`src/hdl/pdw_pkg.sv`:
```
// ---------------------------------------------------------------------------
// pdw_pkg
// Shared types and constants of the duplicate packet filter: the layout of
// one fingerprint slot and the status that the slot checker returns.
// ---------------------------------------------------------------------------
package pdw_pkg;

  localparam int unsigned CACHE_DEPTH_DEFAULT = 16;

  localparam int unsigned MAC_W  = 48;
  localparam int unsigned WORD_W = 32;
  localparam int unsigned TIME_W = 64;

  localparam logic [TIME_W-1:0] WINDOW_RESET = 64'd1000000000;

  // One stored fingerprint together with the time at which it was stored.
  typedef struct packed {
    logic [MAC_W-1:0]  mac;
    logic [WORD_W-1:0] check;
    logic [WORD_W-1:0] length;
    logic [WORD_W-1:0] signature;
    logic [TIME_W-1:0] stamp;
  } slot_entry_t;

  // Verdict on one slot: aged out, or a fingerprint match.
  typedef struct packed {
    logic expired;
    logic hit;
  } slot_status_t;

endpackage

```
`src/hdl/pdw_slot_ram.sv`:
```
// ---------------------------------------------------------------------------
// pdw_slot_ram
// Fingerprint store: one write port and one read port, read data registered.
// ---------------------------------------------------------------------------
module pdw_slot_ram #(
  parameter int unsigned DEPTH = pdw_pkg::CACHE_DEPTH_DEFAULT,
  localparam int unsigned ADDR_W = (DEPTH > 1) ? $clog2(DEPTH) : 1
) (
  input  logic                 clk,
  input  logic                 wr_en,
  input  logic [ADDR_W-1:0]    wr_addr,
  input  pdw_pkg::slot_entry_t wr_data,
  input  logic                 rd_en,
  input  logic [ADDR_W-1:0]    rd_addr,
  output pdw_pkg::slot_entry_t rd_data
);

  pdw_pkg::slot_entry_t mem [DEPTH];

  always_ff @(posedge clk) begin
    if (wr_en) begin
      mem[wr_addr] <= wr_data;
    end
  end

  always_ff @(posedge clk) begin
    if (rd_en) begin
      rd_data <= mem[rd_addr];
    end
  end

endmodule

```
`src/hdl/pdw_slot_check.sv`:
```
// ---------------------------------------------------------------------------
// pdw_slot_check
// Ages one slot against the current time and compares its fingerprint.
// ---------------------------------------------------------------------------
module pdw_slot_check (
  input  pdw_pkg::slot_entry_t        entry,
  input  pdw_pkg::slot_entry_t        key,
  input  logic [pdw_pkg::TIME_W-1:0]  window,
  output pdw_pkg::slot_status_t       status
);

  logic [pdw_pkg::TIME_W-1:0] age;

  // The age only counts when time has moved forward past the stored stamp.
  assign age = key.stamp - entry.stamp;

  assign status.expired = (key.stamp > entry.stamp) && (age > window);
  assign status.hit     = (entry.mac == key.mac) && (entry.check == key.check) &&
                          (entry.length == key.length) &&
                          (entry.signature == key.signature);

endmodule

```
`src/hdl/packet_dedup_window_cache_core.sv`:
```
// ---------------------------------------------------------------------------
// packet_dedup_window_cache_core
// From acceptance to the result word: the first read issues at the accepting
// edge, one slot is evaluated per cycle in the scan state, then the finish
// state makes the decision and writes back; a match ends the scan early.
// A new word is taken only in the idle state, once the previous word has
// left the finish state. A stalled result word holds the input.
// Reset clears valid bits and write pointer and restores the default window.
// ---------------------------------------------------------------------------
module packet_dedup_window_cache_core #(
  parameter int unsigned CACHE_DEPTH = pdw_pkg::CACHE_DEPTH_DEFAULT
) (
  input  logic                       clk,
  input  logic                       rst,
  input  logic                       cfg_write,
  input  logic [pdw_pkg::TIME_W-1:0] cfg_data,
  input  logic                       in_valid,
  output logic                       in_ready,
  input  logic [pdw_pkg::MAC_W-1:0]  source_mac,
  input  logic [pdw_pkg::WORD_W-1:0] frame_check,
  input  logic [pdw_pkg::WORD_W-1:0] payload_length,
  input  logic [pdw_pkg::WORD_W-1:0] frame_signature,
  input  logic [pdw_pkg::TIME_W-1:0] current_time,
  output logic                       out_valid,
  input  logic                       out_ready,
  output logic                       drop
);

  localparam int unsigned ADDR_W = (CACHE_DEPTH > 1) ? $clog2(CACHE_DEPTH) : 1;
  localparam logic [ADDR_W-1:0] LAST_IDX = ADDR_W'(CACHE_DEPTH - 1);

  localparam logic [1:0] ST_IDLE   = 2'd0;
  localparam logic [1:0] ST_SCAN   = 2'd1;
  localparam logic [1:0] ST_FINISH = 2'd2;

  logic [1:0]                 state;
  logic [CACHE_DEPTH-1:0]     slot_valid;
  logic [ADDR_W-1:0]          write_pointer;
  logic [ADDR_W-1:0]          eval_idx;
  logic [pdw_pkg::TIME_W-1:0] expiry_window;
  logic                       hit;
  pdw_pkg::slot_entry_t       key;

  pdw_pkg::slot_entry_t  rd_data;
  pdw_pkg::slot_status_t status;
  logic                  rd_en;
  logic [ADDR_W-1:0]     rd_addr;
  logic                  wr_en;
  logic                  out_free;
  logic                  found;
  logic                  accept;

  assign in_ready = (state == ST_IDLE);
  assign accept   = in_valid && in_ready;
  assign out_free = !out_valid || out_ready;

  // A valid, unexpired slot whose fingerprint matches ends the scan.
  assign found = (state == ST_SCAN) && slot_valid[eval_idx] && !status.expired &&
                 status.hit;

  // Reads run one slot ahead of the evaluation.
  assign rd_en   = accept || ((state == ST_SCAN) && !found && (eval_idx != LAST_IDX));
  assign rd_addr = (state == ST_IDLE) ? '0 : eval_idx + 1'b1;
  assign wr_en   = (state == ST_FINISH) && out_free && !hit;

  pdw_slot_ram #(
    .DEPTH (CACHE_DEPTH)
  ) u_ram (
    .clk     (clk),
    .wr_en   (wr_en),
    .wr_addr (write_pointer),
    .wr_data (key),
    .rd_en   (rd_en),
    .rd_addr (rd_addr),
    .rd_data (rd_data)
  );

  pdw_slot_check u_check (
    .entry  (rd_data),
    .key    (key),
    .window (expiry_window),
    .status (status)
  );

  always_ff @(posedge clk) begin
    if (rst) begin
      state         <= ST_IDLE;
      slot_valid    <= '0;
      write_pointer <= '0;
      eval_idx      <= '0;
      expiry_window <= pdw_pkg::WINDOW_RESET;
      out_valid     <= 1'b0;
      hit           <= 1'b0;
    end else begin
      if (cfg_write) begin
        expiry_window <= cfg_data;
      end
      if ((state == ST_FINISH) && out_free) begin
        out_valid <= 1'b1;
      end else if (out_valid && out_ready) begin
        out_valid <= 1'b0;
      end
      case (state)
        ST_IDLE: begin
          if (accept) begin
            eval_idx <= '0;
            hit      <= 1'b0;
            state    <= ST_SCAN;
          end
        end
        ST_SCAN: begin
          if (slot_valid[eval_idx] && status.expired) begin
            slot_valid[eval_idx] <= 1'b0;
          end
          if (found) begin
            hit   <= 1'b1;
            state <= ST_FINISH;
          end else if (eval_idx == LAST_IDX) begin
            state <= ST_FINISH;
          end else begin
            eval_idx <= eval_idx + 1'b1;
          end
        end
        ST_FINISH: begin
          if (out_free) begin
            if (!hit) begin
              slot_valid[write_pointer] <= 1'b1;
              if (write_pointer == LAST_IDX) begin
                write_pointer <= '0;
              end else begin
                write_pointer <= write_pointer + 1'b1;
              end
            end
            state <= ST_IDLE;
          end
        end
        default: begin
          state <= ST_IDLE;
        end
      endcase
    end
  end

  // Payload registers: the fingerprint under test and the result word.
  always_ff @(posedge clk) begin
    if (accept) begin
      key.mac       <= source_mac;
      key.check     <= frame_check;
      key.length    <= payload_length;
      key.signature <= frame_signature;
      key.stamp     <= current_time;
    end
    if ((state == ST_FINISH) && out_free) begin
      drop <= hit;
    end
  end

endmodule
```
`config.mk`:
```
export PLATFORM = sky130hd
export DESIGN_NAME = packet_dedup_window_cache_core
export DESIGN_NICKNAME = d
export VERILOG_FILES = /design/src/hdl/pdw_pkg.sv /design/src/hdl/pdw_slot_ram.sv /design/src/hdl/pdw_slot_check.sv /design/src/hdl/packet_dedup_window_cache_core.sv
export SDC_FILE = /design/constraint.sdc
export NUM_CORES = 2
export LEC_CHECK = 0
export BUFFER_PORTS_ARGS = -buffer_cell sky130_fd_sc_hd__buf_2
export CORE_UTILIZATION = 65
export CTS_CLUSTER_SIZE = 14
export DETAILED_ROUTE_END_ITERATION = 10
export PLACE_DENSITY = 0.89
export SKIP_LAST_GASP = 1
export SYNTH_ARGS = -nofsm -noshare
export SYNTH_HDL_FRONTEND = slang
export SYNTH_HIERARCHICAL = 1
export SYNTH_SLANG_ARGS = --single-unit
```
`constraint.sdc`:
```
create_clock -name clk -period 31.7 [get_ports clk]
set_input_delay 1.585 -clock clk [delete_from_list [all_inputs] [get_ports clk]]
set_output_delay 1.585 -clock clk [all_outputs]
set_load 0.005 [all_outputs]
```
* Word level (Yosys, flattened, before mapping)
Memory sizes are Yosys's and may differ from the RTL's. A register that Yosys moved wholly into a read port is not among the register bits.
Cells that the tools add are included.
** Word-level totals
- Bits in registers :: 301
- Bits in latches :: 0
- RAM bits :: 3328
- Memory bits (read-only) :: 0
- Input bits :: 277
- Output and inout port bits :: 3
- Word-level logic and storage cells :: 103
- Memories kept :: 1
** Cells by class
- Add/subtract/negate cells :: 3
- $mul :: 0
- Div/mod/pow operators :: 0
- $lt $le $gt $ge :: 6
- Equality and inequality tests :: 17
- Shift-type cells :: 0
- Mux-type cells :: 28
- Bitwise operators :: 4
- Reductions and logical operators :: 31
** Memories
- u_ram.mem :: words 16, bits a word 208, rd ports 1, clocked after memory_dff 1, write ports 1, RTL line pdw_slot_ram.sv:18 : pdw_pkg::slot_entry_t mem [DEPTH];
** Operator list (count)
- $gt 64x64->1 :: 2
- $eq 32x32->1 :: 3
- $sub 64x64->64 :: 1
- $eq 48x48->1 :: 1
- $mux 16 :: 3
- $pmux 16 s2 :: 1
- $mux 4 :: 5
- $and 16x16->16 :: 1
- $logic_and 1x1->1 :: 16
- $not 16->16 :: 1
- $or 16x16->16 :: 1
- $lt 4x5->1 const B :: 2
- $ne 2x2->1 const B :: 5
- $mux 1 :: 9
- $reduce_and 3->1 :: 3
- $add 4x1->4 const B :: 2
- $demux 1 s4 :: 2
- $eq 4x4->1 const B :: 2
- $ge 4x1->1 const B :: 2
- $mux 2 :: 4
- $pmux 4 s2 :: 1
- $reduce_and 4->1 :: 2
- $pmux 2 s3 :: 1
- $reduce_bool 2->1 :: 3
- 11 further kinds :: 16

* Longest topological paths before layout
- Word-level depth :: 10
- Mapped depth :: 28
- Mapped depth without buffers :: 27

* Hierarchy
The synthesis kept the hierarchy.
** By module, submodules not included
- pdw_slot_ram :: times used 1, cells each 5468, area each 130813.0 µm², sequential area each 106181.8 µm²
- packet_dedup_window_cache_core :: times used 1, cells each 596, area each 10058.4 µm², sequential area each 8117.8 µm²
- pdw_slot_check :: times used 1, cells each 1043, area each 7211.9 µm², sequential area each 0.0 µm²

* Worst setup path before layout
No wires, ideal clock.
- Kind :: input to register
- Start :: input out_ready
- End :: memory u_ram/mem[0][0] (netlist bit), enable pin
- Setup time :: 1.031 ns
- Arrival time :: 16.739 ns
- Required time :: 30.669 ns
- Slack :: 13.930 ns
- Stages :: 5
- Buffers on the path :: 1
- Path through :: nor2b_1 nor3_1 clkbuf_1 or3b_2 nor3_1
** Between the ends
- Longest elaborated chain between the ends :: 5
** RTL lines
- start, declared :: RTL line packet_dedup_window_cache_core.sv:25 : input logic out_ready,
- $logic_or 1x1->1 :: RTL line packet_dedup_window_cache_core.sv:55 : assign out_free = !out_valid || out_ready;
- $logic_and 1x1->1 (2 in series) :: RTL line packet_dedup_window_cache_core.sv:64 : assign wr_en = (state == ST_FINISH) && out_free && !hit;
- via wr_en :: RTL line packet_dedup_window_cache_core.sv:48 : logic wr_en;
- $mux 1 :: RTL line pdw_slot_ram.sv:21 : if (wr_en) begin
- $mux 1 (implied by the code) :: RTL line pdw_slot_ram.sv:22 : mem[wr_addr] <= wr_data;
- end, declared :: RTL line pdw_slot_ram.sv:18
The timed path passes the listed nets, and every way through them passes these cells.

==> qor.csv <==
stage,metric,value,unit
die,Row Count,174,
placed_design,Inst Count DP,10200,
synth,main combinational cell family by area after synthesis,multiplexers,
synth,number of flops mapped to enable cells by yosys,3745,
critical_path,Worst R2R Path Depth,28,
route,vias,81700,
route,# DRC,0,
clock_network,hold buffers post-CTS,0,
synth,register area share after synthesis,0.772,
final_layout,Nets,7974,
sta,RSZ-0062 raised after global routing,no,
critical_path,crit path max fanout,100,
sta,crit path time final,10.19,ns
sta,Max-slew headroom,0.0153,
critical_path,Critical Path End Type,register,
placed_design,GPL Wtd Cong,0.926,
clock_network,H-tree lvl count,5,
synth,Post-Synth XOR/XNOR Area,0.0121,
critical_path,CP max stage delay,0.99,ns
sta,Final Max Tran Viols,0,
global_routing,first-pass GRT wire length,622000,um
pwr,Pleak,52.2,nW
clock_network,worst-skew pair later-pin latency,1.00,ns
critical_path,R2R Path End,u_ram/rd_data[74],
worst_hold_path,WHS Endpoint,expiry_window[27],
route,final WL,446000,um
final_layout,Layout area overhead,11.0,%
route,iteration-0 DRC count of the detailed router,15000,
synth,Unique masters post-synth,81,
clock_network,TritonCTS Buffers,373,
route,vias per cell,7.55,
synth,fraction of the mapped netlist area in adder cells,0.0116,
die,die width,479,um
die,Top Ports,280,
synth,Gate Count Post-Synth,7107,
global_routing,largest net degree at the start of global routing,140,
clock_network,CTS tree,built,
synth,multiplexer area fraction after synthesis,0.131,
clock_network,Max clock buf depth,4,
pwr,worst ir drop on vdd,0.0744,mV
route,Pre-antenna DRT Iters,6,
sta,final setup fails,0,
synth,syn nets,7521,
critical_path,crit path DAT,10.75,ns
outcome,failing checks,max-capacitance violations,
job,max_cap viols,1,
synth,leading area contributor after synthesis,edfxtp_1,
sta,Tcrit/Tclk final,0.321,
sta,fmax,0.0982,GHz
critical_path,crit path kind,register to register,
global_routing,vias in the first global route,82200,
route,Post-DRT Antenna Nets,0,
global_routing,gr usage total,0.391,
outcome,status,finished with violations,
placed_design,Port Buffers,279,
synth,yosys warns,6,
synth,top-count cell post-synth,edfxtp_1,
sta,Final Hold Fails,0,
sta,Clock Skews,0.115,ns
die,Core Region,0.226,mm2
synth,commonest cells in the netlist,"edfxtp_1, mux4_2, a22oi_1, nand2_1, mux2i_1",
worst_hold_path,Hold Path Stages,2,
die,initial core utilization,0.657,
pwr,sequential power share,0.534,
synth,ys flop type,edfxtp_1,
synth,post-synth top area share,0.759,
synth,Post-Synth Simple-Gate Area,0.0208,
worst_hold_path,min-delay src,expiry_window[27],
synth,synth top area cells,"edfxtp_1, mux4_2, a22oi_1, mux2i_1, dfxtp_1",
global_routing,initial antenna violation count,31,
critical_path,reg-to-reg startpoint,key[0],
route,wire length per cell,41.2,um
clock_network,Post-CTS Setup Bufs,0,
pwr,P_sw,2.45,mW
synth,Compound-Gate Fraction of Synth Area,0.0375,
die,Die ar.,0.230,mm2
critical_path,critical path launch point type,register,
pwr,Clock Power Share,0.406,
placed_design,DP HPWL,220000,um
synth,Post-synth ARST share,0,
clock_network,post_cts resized,0,
critical_path,r2r setup slk,21.51,ns
pwr,PD cells,65.3,mW/mm2
synth,"Avg Cell Area, Syn",20.8,um2
sta,worst-margin pin slew,1.46,ns
synth,post-synthesis register bit count,3837,
critical_path,CP required,32.26,ns
clock_network,Worst-path clk slew,0.06,ns
global_routing,"Remaining Overflow, GRT",0,
synth,post-synthesis cell area,0.148,mm2
pwr,Net Sw Frac,0.228,
die,Die Y,479,um
critical_path,slowest cell on the critical path,buf_4,
final_layout,share of layout cells above drive strength 1,0.220,
pwr,Pint,8.29,mW
clock_network,clk sinks,3837,
worst_hold_path,HP Class,register to register,
clock_network,CTS root buf,clkbuf_16,
pwr,Comb pwr share,0.060,
sta,post-route setup TNS,0,ns
final_layout,Finished Layout Cells,10800,
[kinds of logic after synthesis]
group           count (synthesis)
compound gates                785
simple gates                  661
flops                        3837
buf+inv                       497
mux                           985
xor+xnor                      205
fa+ha+maj                     137
[power by group through the flow]
stage	Clock [mW]	Combinational (mW)	Sequential (mW)
2_1_floorplan	0	0.419	5.80
3_3_place_gp	0	0.589	5.81
3_5_place_dp	0	0.607	5.83
4_1_cts	4.36	0.630	5.73
5_1_grt	4.53	0.672	5.73
6_report	4.36	0.646	5.73
[state kept, by name (all words and copies together), names as in the netlist]
register       flops
drop               1
eval_idx           4
expiry_window     64
hit                1
key              208
out_valid          1
slot_valid        16
state              2
u_ram/mem       3328
u_ram/rd_data    208
write_pointer      4
[layout make-up]
type | count | area, um2
Clock buffer | 461 | 9830
Sequential cell | 3837 | 114000
Timing Repair Buffer | 415 | 2560
Tap cell | 2992 | 3740
Multi-Input combinational cell | 2773 | 31700
Clock inverter | 183 | 1580
Antenna cell | 9 | 22.5
Inverter | 160 | 608
Fill cell | 11400 | 61200
[metrics by stage]
step                power (mW)   util  hold slack (ns)  instance area [um2]  setup WS [ns]
floorplan                 6.22      -            0.442               148000          13.93
finish                    10.7  0.729            0.479               164000          21.51
CTS                       10.7  0.729            0.477               164000          21.68
global route              10.9  0.729            0.505               164000          21.26
detailed placement        6.44  0.678            0.460               153000          21.75
global placement          6.40  0.678            0.457               153000          21.97
[placed cells by master (no fill, tap or decap), types with 12 or more instances in the layout]
| cell | count |
|---|---|
| mux2i_1 | 225 |
| nor2b_1 | 14 |
| buf_4 | 126 |
| nor2_4 | 18 |
| xor2_1 | 57 |
| a22oi_1 | 448 |
| o21bai_1 | 17 |
| ha_1 | 136 |
| o21ai_0 | 46 |
| clkbuf_16 | 379 |
| nand2_1 | 292 |
| clkinv_2 | 52 |
| buf_2 | 278 |
| nor4_1 | 20 |
| a21oi_1 | 117 |
| edfxtp_1 | 3745 |
| xnor2_1 | 148 |
| clkinv_1 | 76 |
| o21ai_1 | 15 |
| inv_1 | 158 |
| nand4_1 | 74 |
| clkbuf_1 | 78 |
| nand3_1 | 56 |
| a31oi_1 | 13 |
| nand2b_1 | 12 |
| dfxtp_1 | 92 |
| nor2_1 | 95 |
| clkinvlp_4 | 14 |
| nor3_1 | 18 |
| bufinv_16 | 25 |
| a21o_1 | 43 |
| mux4_2 | 759 |
[per-layer routing]
metal,GRT usage,part of all wire
met1,0.496,0.31
met2,0.612,0.47
met3,0.0918,0.14
met4,0.259,0.081
met5,0,0.00037
[worst max-delay path by stage]
| stage | startpoint | end | slack (ns) | cells past startpoint |
|---|---|---|---|---|
| floorplan | out_ready | u_ram/mem[0][0] | 13.93 | 5 |
| finish | key[0] | u_ram/rd_data[74] | 21.51 | 28 |
| global route | key[0] | u_ram/rd_data[74] | 21.26 | 28 |
| detailed placement | key[0] | u_ram/rd_data[101] | 21.75 | 28 |
| CTS | key[0] | u_ram/rd_data[74] | 21.68 | 28 |
| global placement | key[0] | u_ram/rd_data[102] | 21.97 | 28 |
[critical path: cells and delay by family, from the launching register on]
| family | cells | cell delay, ns |
|---|---|---|
| adders and majority gates | 3 | 0.92 |
| AOI/OAI and AO/OA | 12 | 3.42 |
| and+or+nand+nor | 8 | 2.71 |
| DFF | 1 | 0.61 |
| xor gates and xnor gates | 1 | 0.16 |
| buffers and inverters | 4 | 1.87 |
Note: power is estimated with default switching activity, not from simulation.
